**src/rtl/core/udiv64_pkg.sv**
```systemverilog
// Shared width constants and stage payload type for the restoring divider.
`timescale 1ns / 1ps
`default_nettype none

package udiv64_pkg;

    // Port field width, fixed by the stream format.
    localparam int unsigned FIELD_W = 64;
    // Operand width actually divided (8 to 64); upper input bits are ignored.
    localparam int unsigned WIDTH   = 64;
    // One restoring step per pipeline stage.
    localparam int unsigned STAGES  = WIDTH;

    typedef struct packed {
        logic [WIDTH-1:0] num_quo;  // dividend bits still to enter, quotient bits at the bottom
        logic [WIDTH-1:0] den;
        logic [WIDTH-1:0] rem;
    } stage_t;

endpackage

`default_nettype wire

```
**src/rtl/core/udiv64_stage.sv**
```systemverilog
// One restoring shift-subtract step with its pipeline register.
`timescale 1ns / 1ps
`default_nettype none

module udiv64_stage (
    input  wire                 aclk,
    input  wire                 aresetn,
    input  wire                 en,
    input  wire                 in_valid,
    input  udiv64_pkg::stage_t  in_data,
    output logic                out_valid,
    output udiv64_pkg::stage_t  out_data
);

    logic                         valid_reg;
    udiv64_pkg::stage_t           data_reg;
    udiv64_pkg::stage_t           data_next;
    logic [udiv64_pkg::WIDTH:0]   rem_shift;
    logic [udiv64_pkg::WIDTH:0]   rem_diff;
    logic                         fit;

    // Bring in the next dividend bit; subtract when the divisor fits.
    always_comb begin
        rem_shift = {in_data.rem, in_data.num_quo[udiv64_pkg::WIDTH-1]};
        rem_diff  = rem_shift - {1'b0, in_data.den};
        fit       = rem_shift >= {1'b0, in_data.den};
        data_next.den     = in_data.den;
        data_next.rem     = fit ? rem_diff[udiv64_pkg::WIDTH-1:0]
                                : rem_shift[udiv64_pkg::WIDTH-1:0];
        data_next.num_quo = {in_data.num_quo[udiv64_pkg::WIDTH-2:0], fit};
    end

    always_ff @(posedge aclk) begin
        if (!aresetn) begin
            valid_reg <= 1'b0;
        end else if (en) begin
            valid_reg <= in_valid;
        end
    end

    always_ff @(posedge aclk) begin
        if (en) begin
            data_reg <= data_next;
        end
    end

    assign out_valid = valid_reg;
    assign out_data  = data_reg;

endmodule

`default_nettype wire

```
**config.mk**
```make
export PLATFORM = sky130hd
export DESIGN_NAME = udiv64_stage
export DESIGN_NICKNAME = d
export VERILOG_FILES = /design/src/rtl/core/udiv64_pkg.sv /design/src/rtl/core/udiv64_stage.sv
export SDC_FILE = /design/constraint.sdc
export NUM_CORES = 1
export LEC_CHECK = 0
export BUFFER_PORTS_ARGS = -buffer_cell sky130_fd_sc_hd__buf_2
export CAP_MARGIN = 20
export CORE_ASPECT_RATIO = 0.6
export CORE_MARGIN = 2
export CORE_UTILIZATION = 45
export CTS_BUF_LIST = sky130_fd_sc_hd__clkbuf_16
export DETAILED_ROUTE_END_ITERATION = 8
export PLACE_DENSITY = 0.74
export REMOVE_ABC_BUFFERS = 1
export SYNTH_ARGS = -nofsm -noshare
export SYNTH_HDL_FRONTEND = slang
export SYNTH_SLANG_ARGS = --single-unit
```
**constraint.sdc**
```tcl
create_clock -name aclk -period 4.3 [get_ports aclk]
set_input_delay 0 -clock aclk [delete_from_list [all_inputs] [get_ports aclk]]
set_output_delay 0 -clock aclk [all_outputs]
set_load 0.1 [all_outputs]
```
==> flow_metrics.py <==
metrics = {
    "clock_network": {
        "insertion_delay_ps": 440,
        "clkTransAtPathRegs_ps": 70,
        "cts_resized": 0,
        "cts_sinks": 193,
        "htree_levels": 4,
        "clock-root-buffer": "clkbuf_16",
        "cts_tree": "yes",
        "cts_buffer_depth": 2,
        "cts_made_buffers": 17,
    },
    "min_path": {
        "hp-class": "input pin to flip-flop",
        "hp-start": "in_data[51]",
        "hold_depth": 4,
        "hold_end": "out_data[52]",
    },
    "worst_setup_path": {
        "regToRegStartpoint": "out_valid",
        "crit_chain": "dlygate4sd3_1 -> buf_2 -> inv_1 -> ha_1 -> and4_1 -> and4_1 -> o211ai_2 -> a2111oi_4 -> nor3_2 -> o21ai_2 -> a31o_2 -> a21o_4 -> buf_12 -> buf_4 -> a21oi_1",
        "worst-path-max-fanout": 40,
        "r2r_end": "out_valid",
        "cp.arrival_ps": 3920,
        "reg2reg_slack_ps": 3130,
        "cp-start-kind": "input pin",
        "cpMaxStageDelayCell": "dlygate4sd3_1",
        "cpPeakStageDelay_ps": 520,
        "criticalPathCategory": "input pin to flip-flop",
        "ff2ff_path_depth": 3,
        "crit_buf_inv": 5,
        "crit_family": "compound AO/OA/AOI/OAI gates",
        "endpoint_kind": "flip-flop",
        "worstPathRequired_ps": 4480,
        "cp_common_cell": "and4_1",
    },
    "yosys": {
        "synth_cells": 947,
        "syn_area_um2": 10650,
        "yosys_warnings": 0,
        "yosysSeqAreaShare_pct": 54.30,
        "synth_top_area_share_pct": 54.12,
        "yosysUniqueCellTypes": 67,
        "synth.avg_cell_area_um2": 11.25,
        "yosysTopAreaCell": "edfxtp_1",
        "synth_edf_count": 192,
        "synth_ff_type": "edfxtp_1",
        "synthTopCellsByArea": "edfxtp_1 (54%), ha_1 (7.5%), a21oi_1 (5.2%)",
        "synth_seq_cells": 193,
        "async_flop_share_pct": 0,
    },
    "finish": {
        "n_fill_cell": 1714,
        "nNetsFinal": 1779,
        "utilization_pct": 66.49,
        "syn_to_final_growth_pct": 44.71,
        "stdcell_count": 1848,
        "drive_above_1_share_pct": 30.37,
    },
    "global_route": {
        "antenna_found_initial": 2,
        "grt_max_degree": 116,
        "grt_pass1_wl_mm": 51.49,
        "grt-ovfl-total": 0,
        "grt_pass1_vias": 9575,
        "grt_use_total_pct": 26.92,
    },
    "floorplanning": {
        "die_area_um2": 24960,
        "rows": 43,
        "core-area_um2": 23190,
        "start_util_pct": 45.95,
        "dieHeight_um": 123.2,
        "io_pins": 389,
        "die_w_um": 202.6,
    },
    "routing": {
        "wl_mm": 34.24,
        "drt_iter0_drc": 782,
        "vias_per_cell": 5.273,
        "ant_nets": 0,
        "num_vias": 9745,
        "drcViolationCount": 0,
        "dr.pass1.iters": 5,
        "wire_per_inst_um": 18.53,
    },
    "power": {
        "max-vdd-ir-drop_uv": 290.9,
        "p_per_area_nw_per_um2": 440.3,
        "leakagePower_nw": 6.840,
        "fin_total_pwr_mw": 6.788,
    },
    "placement": {
        "dpl.cell_count": 1622,
        "gp_congestion": 0.8838,
        "dpl.hpwl_mm": 24.28,
        "port_buffers": 388,
    },
    "flow_run": {
        "max-cap-violations": 0,
    },
    "timing": {
        "fin_crit_sh_pct": 87.08,
        "clock_skew_ps": 0,
        "hold_viol_final": 0,
        "fin_crit_ps": 3744,
        "hold_ws_ps": 56.93,
        "slew_headroom_pct": 36.01,
        "setup-violations-final": 0,
        "slew_viol_final": 0,
        "max_freq_ghz": 0.2671,
        "tightest_slew_ps": 959.9,
        "rsz0062_at_grt": "no",
    },
    "status": {
        "outcome": "completed",
    },
}
worst reg2reg max path, delay by kind of cell (launching register included):
family                 cells  cell delay [ps]
buffers and inverters      1              560
DFF                        1              320
muxes                      1              120
and+or+nand+nor            1               70
kinds of logic after synthesis:
logic type               synth area share (%)
flip-flops                              54.30
buffers and inverters                   4.545
AO/OA/AOI/OAI                           17.02
adder cells (fa/ha/maj)                 7.704
AND/OR/NAND/NOR                         9.971
multiplexers                            1.773
XOR/XNOR                                4.686
sequential cells by signal, indices dropped and copies added, names as in the netlist:
signal / count
out_data: 192
out_valid: 1
what timing repair did:
action,4_1_cts,5_1_grt
hold endpoints to repair,191,0
hold buffers,192,0
buffers inserted,0,0
cell usage after synthesis, types with 5 or more instances:
cell        n
nor2_2     10
a21oi_1   111
buf_2      12
edfxtp_1  192
o21bai_1   11
and3_1      5
nand3_1    11
nor2b_1     6
xnor2_1    37
nor2_1     76
and2_1      5
a21oi_2    12
nand2_1    60
inv_1      79
nor3_1      8
a21o_1     37
a211oi_1    6
xor2_1     20
clkbuf_1   14
or3_1       7
mux2_1     14
o21a_1     12
ha_1       64
nand4_1    15
o21ai_0    41
metal layers:
layer	global-route usage (%)	vias up	part of all wire, %
met3	6.458	65	9.0
met1	36.45	4585	43
met5	0	-	0
met2	43.17	487	46
met4	8.531	0	2.2
li1	-	4608	-
cells in the final DEF, fill, tap and decap left out, drive strengths merged, types with 4 or more instances in the layout:
cell type / n
nand3: 11
xor2: 20
and2: 5
nor2b: 6
nand2: 60
a21oi: 123
or3: 7
a21o: 37
o31ai: 6
clkbuf: 18
nor3: 9
nor2: 86
and3: 5
dlygate4sd3: 192
o211ai: 6
xnor2: 37
ha: 64
o21a: 12
o21bai: 11
buf: 393
a31oi: 5
o21ai: 46
a211oi: 6
edfxtp: 192
inv: 84
clkinv: 8
mux2: 15
a21boi: 4
nand4: 15
final cells by class:
type	count	area, um2	area share, %
inverters	79	296.5	1.923
multi-input cells	641	4392	28.49
diodes	2	5.005	0.03246
clock inverters	15	176.4	1.144
repair buffers	586	3943	25.57
well taps	315	394.1	2.556
clock buffers	17	425.4	2.759
flip-flops and latches	193	5786	37.53
worst max path at each step:
| stage | start | end | slack, ps | cells after the start |
|---|---|---|---|---|
| after CTS | in_data[73] | out_data[13] | 630 | 15 |
| after detailed placement | in_data[73] | out_data[17] | 700 | 14 |
| final | in_data[73] | out_data[13] | 560 | 15 |
| after global routing | in_data[73] | out_data[20] | 340 | 16 |
| after floorplan | in_data[70] | out_data[3] | -270 | 12 |
| after global placement | in_data[73] | out_data[9] | 730 | 13 |
report_power, final:
part	internal, mW	switching (mW)
combinational	0.639	2.13
sequential	2.31	0.0554
clock	0.877	0.771
total	3.83	2.96
metrics by stage:
stage               setup TNS, ps  cell area [um2]  setup WS [ps]
finish                          0            15420          555.7
global route                    0            15420          343.3
CTS                             0            15410          628.0
detailed placement              0            12890          698.3
global placement                0            12890          733.5
floorplan                   -3353            10470         -273.2
(Power assumes the default switching activity.)
