[src/rtl/core/udiv64_pkg.sv]
// Shared width constants and stage payload type for the restoring divider.
`timescale 1ns / 1ps
`default_nettype none

package udiv64_pkg;

    // Port field width, fixed by the stream format.
    localparam int unsigned FIELD_W = 64;
    // Operand width actually divided (8 to 64); upper input bits are ignored.
    localparam int unsigned WIDTH   = 64;
    // One restoring step per pipeline stage.
    localparam int unsigned STAGES  = WIDTH;

    typedef struct packed {
        logic [WIDTH-1:0] num_quo;  // dividend bits still to enter, quotient bits at the bottom
        logic [WIDTH-1:0] den;
        logic [WIDTH-1:0] rem;
    } stage_t;

endpackage

`default_nettype wire

[src/rtl/core/udiv64_skid.sv]
// Output register with skid buffer; decouples the pipeline from result back-pressure.
`timescale 1ns / 1ps
`default_nettype none

module udiv64_skid (
    input  wire                            aclk,
    input  wire                            aresetn,
    input  wire                            in_valid,
    input  wire  [udiv64_pkg::WIDTH-1:0]   in_data,
    output logic                           in_ready,
    output logic                           out_valid,
    input  wire                            out_ready,
    output logic [udiv64_pkg::WIDTH-1:0]   out_data
);

    logic                          out_valid_reg;
    logic                          out_valid_next;
    logic [udiv64_pkg::WIDTH-1:0]  out_data_reg;
    logic [udiv64_pkg::WIDTH-1:0]  out_data_next;
    logic                          skid_valid_reg;
    logic                          skid_valid_next;
    logic [udiv64_pkg::WIDTH-1:0]  skid_data_reg;
    logic [udiv64_pkg::WIDTH-1:0]  skid_data_next;
    logic                          out_free;

    assign out_free = out_ready || !out_valid_reg;
    assign in_ready = !skid_valid_reg;

    always_comb begin
        out_valid_next  = out_valid_reg;
        out_data_next   = out_data_reg;
        skid_valid_next = skid_valid_reg;
        skid_data_next  = skid_data_reg;
        if (out_free) begin
            if (skid_valid_reg) begin
                // drain the held transfer first
                out_valid_next  = 1'b1;
                out_data_next   = skid_data_reg;
                skid_valid_next = 1'b0;
            end else begin
                out_valid_next = in_valid;
                out_data_next  = in_data;
            end
        end else if (in_valid && !skid_valid_reg) begin
            // output stalled: park the arriving result
            skid_valid_next = 1'b1;
            skid_data_next  = in_data;
        end
    end

    always_ff @(posedge aclk) begin
        if (!aresetn) begin
            out_valid_reg  <= 1'b0;
            skid_valid_reg <= 1'b0;
        end else begin
            out_valid_reg  <= out_valid_next;
            skid_valid_reg <= skid_valid_next;
        end
    end

    always_ff @(posedge aclk) begin
        out_data_reg  <= out_data_next;
        skid_data_reg <= skid_data_next;
    end

    assign out_valid = out_valid_reg;
    assign out_data  = out_data_reg;

    a_skid_behind_out: assert property (@(posedge aclk) disable iff (!aresetn)
        skid_valid_reg |-> out_valid_reg)
        else $error("skid holds a result while the output register is empty");

    a_skid_fill_on_stall: assert property (@(posedge aclk) disable iff (!aresetn)
        $rose(skid_valid_reg) |-> $past(out_valid_reg && !out_ready))
        else $error("skid filled without an output stall");

    a_park_on_stall: assert property (@(posedge aclk) disable iff (!aresetn)
        (in_valid && in_ready && out_valid_reg && !out_ready) |=>
            (skid_valid_reg && skid_data_reg == $past(in_data)))
        else $error("result arriving during a stall was not parked");

endmodule

`default_nettype wire

[config.mk]
export PLATFORM = sky130hd
export DESIGN_NAME = udiv64_skid
export DESIGN_NICKNAME = d
export VERILOG_FILES = /design/src/rtl/core/udiv64_pkg.sv /design/src/rtl/core/udiv64_skid.sv
export SDC_FILE = /design/constraint.sdc
export NUM_CORES = 1
export LEC_CHECK = 0
export BUFFER_PORTS_ARGS = -buffer_cell sky130_fd_sc_hd__clkbuf_2
export CORE_AREA = 4 4 111 113
export DETAILED_ROUTE_END_ITERATION = 10
export DIE_AREA = 0 0 115 117
export PLACE_DENSITY = 0.66
export SLEW_MARGIN = 20
export SYNTH_ARGS = -nofsm -noshare
export SYNTH_HDL_FRONTEND = slang
export SYNTH_SLANG_ARGS = --single-unit
[constraint.sdc]
create_clock -name aclk -period 11.84 [get_ports aclk]
set_input_delay 2.368 -clock aclk [delete_from_list [all_inputs] [get_ports aclk]]
set_output_delay 2.368 -clock aclk [all_outputs]
set_load 0.05 [all_outputs]
==> results by group <==
Outcome
  – Status: finished, final reports clean

Final layout
  – Final net count: 421
  – Ratio of cells with drive above 1 in the final layout: 0.618
  – Most common cell after layout, fill and taps aside: clkbuf_2
  – Most frequent cells in the layout: clkbuf_2, edfxtp_1, mux2_2, clkbuf_16, clkbuf_1
  – Fillers: 948
  – Diode count: 0
  – Synthesis-to-finish area growth: 28.1%

STA
  – Setup TNS: 0 ps
  – Setup-failing EPs final: 0
  – RSZ-0062 raised after global routing: no
  – Slew headroom: 0.377
  – Highest clock rate: 245 MHz
  – Final Skew: 10.4 ps
  – Slew Viols, Final: 0
  – Fin crit share: 0.345
  – Final worst slack: 7760 ps
  – Final hold vios: 0
  – Actual slew at the worst max-slew pin: 935 ps
  – Min cycle time layout: 4080 ps

Synthesis
  – YS warnings: 0
  – Sequential share of the synthesized area: 0.826
  – Simple-gate area share of the yosys netlist: 0.00639
  – Distinct cells, synth: 12
  – Largest family of logic cells by synthesized area: multiplexers
  – Synth Area in Compound Gates: 0.00160
  – Syn_nets: 275
  – Post-Synthesis Cells: 207
  – Mean post-synth cell area: 22.7 um2
  – Multiplexer share of the synthesized area: 0.153
  – Synthesized area: around 0.0047 mm2
  – #FFs+latches synth: 130
  – XOR/XNOR Fraction of Synth Area: 0
  – Adder-Cell Fraction of Synth Area: 0

Power
  – Leak: 2.31 nW
  – Pwr per Cell Area: 184 mW/mm2
  – IR drop worst, VDD: 0.0763 mV

Placed design
  – Pre-CTS WS: 7280 ps
  – Detailed placer's ending HPWL: about 5200 um
  – Placer Congestion: 0.720
  – PortBufs: 133

Worst hold path
  – Hold Path Stages: 1
  – Worst min-delay path endpoint: out_data[0]$_DFFE_PP_
  – Hold Crit Class: reg2reg
  – Hold path start: skid_data_reg[0]$_DFFE_PP_

Clocking
  – CTS Root Cell: clkbuf_16
  – Post-CTS setup buffers: 0
  – Hold_buf cts: 0
  – Clock buffer depth: 2
  – CTS tree: built
  – H-tree depth: 4
  – Cts bufs inserted: 17
  – CTS clk-pin slew, worst paths: 50 ps
  – Clk Latency, worst-skew pair: roughly 400 ps
  – Post-CTS resize count: 0
  – Clock Sinks: 130

GRT
  – Largest net degree at the start of global routing: 68
  – GRT overflow: 0
  – All-Layer GR Usage: 0.126
  – First-pass GRT wire length: 12700 um
  – Vias in the first global route: 2480
  – Initial antenna violation count: 0

Worst setup path
  – Cells along the critical path: clkbuf_2, nand2b_4, nor3b_2, buf_4
  – WP buf/inv: 2
  – Worst reg-to-reg path cell count: 3
  – WS Path Type: in2reg
  – Worst Setup Start Kind: input port
  – Largest stage delay, worst path: around 700 ps
  – Reg2reg end: skid_data_reg[47]$_DFFE_PP_
  – Worst Path Max Fanout: 67
  – Critical path data arrival time: slightly above 4000 ps
  – Crit path max-delay cell type: buf_4
  – CP top delay family: simple AND/OR/NAND/NOR gates
  – Worst Path Required: 11850 ps
  – Worst r2r src: out_valid$_SDFFE_PN0P_
  – Setup crit end kind: register
  – Worst reg2reg setup slack: between 9000 and 10000 ps

Routing
  – TritonRoute pass-1 iters: 4
  – Drt drc: 0
  – Average vias per placed instance: about 4.8
  – Via count: 2423
  – Drt first-iter violations: 174
  – ANT nets after route: 0
  – Final WL: 8180 um
  – Wire length per cell: 16.1 um

Floorplan
  – Die Span Y: 117 um
  – Initial Util: 0.415
  – # IOs: 134
  – Core Box Area: 0.0113 mm2
  – Die W: 115 um
  – Row count: 39
  – Die Area: 0.0135 mm2

Job
  – Max-cap viol count: 0
[power breakdown]
part / internal (mW) / switching [mW] / leakage [nW]
combinational: 0.0300 / 0.0834 / 0.804
sequential: 0.533 / 0.00827 / 1.26
clock: 0.283 / 0.171 / 0.248
total: 0.845 / 0.263 / 2.31
[cell families (layout without fill, tap and decap cells)]
group           Yosys count  after routing
simple gates              4              4
mux                      64             64
buf+inv                   8            165
compound gates            1              1
flops                   130            130
[layer usage]
| layer | vias up | global-route usage | part of all wire |
|---|---|---|---|
| met3 | 12 | 0.0504 | 0.090 |
| met5 | - | 0 | 0 |
| li1 | 1130 | - | - |
| met1 | 1188 | 0.160 | 0.43 |
| met4 | 0 | 0.0634 | 0.018 |
| met2 | 93 | 0.190 | 0.46 |
[cells in the mapped netlist]
| master | instances | area share |
|---|---|---|
| dfxtp_1 | 2 | 0.0085 |
| buf_6 | 3 | 0.0072 |
| buf_2 | 3 | 0.0032 |
| buf_4 | 1 | 0.0016 |
| nor2_1 | 1 | 0.00080 |
| nand2b_1 | 1 | 0.0013 |
| nor3b_1 | 1 | 0.0016 |
| nor3b_2 | 1 | 0.0027 |
| edfxtp_1 | 128 | 0.82 |
| mux2_2 | 64 | 0.15 |
| a21boi_1 | 1 | 0.0016 |
| inv_1 | 1 | 0.00080 |
[stage by stage]
step	hold WS, ps	power, mW	cells	area, um2	utilization
6_report	543	1.11	507	6020	0.532
4_1_cts	546	1.12	507	6020	0.532
2_1_floorplan	523	0.631	207	4700	-
5_1_grt	554	1.15	507	6020	0.532
3_3_place_gp	528	0.664	477	5510	0.487
3_5_place_dp	532	0.665	477	5510	0.487
[how the worst max path moves through the flow]
stage                                            from                           to  slack [ps]  cells past startpoint
after detailed placement                    out_ready  skid_data_reg[41]$_DFFE_PP_        7280                      4
after floorplan                             out_ready   skid_data_reg[0]$_DFFE_PP_        2490                      2
final                                       out_ready  skid_data_reg[47]$_DFFE_PP_        7760                      4
after global routing                        out_ready   skid_data_reg[3]$_DFFE_PP_        7580                      4
after global placement                      out_ready  skid_data_reg[29]$_DFFE_PP_        7340                      4
after CTS                 skid_valid_reg$_SDFFE_PP0P_                     in_ready        7700                      2
[worst reg2reg max path, stage by stage (launching register included)]
cell	delay [ps]
dfxtp_1	370
nand2b_4	500
nor3b_2	360
buf_4	700
[area by class of cell]
cell class / count / area (um2) / area share
clock inverter: 8 / 65.1 / 0.0108
sequential: 130 / 3890 / 0.645
timing repair buffer: 134 / 673 / 0.112
inverter: 1 / 3.75 / 0.000623
tap: 143 / 179 / 0.0297
multi-input combinational: 69 / 771 / 0.128
clock buffer: 22 / 444 / 0.0737
(Power assumes the default switching activity.)
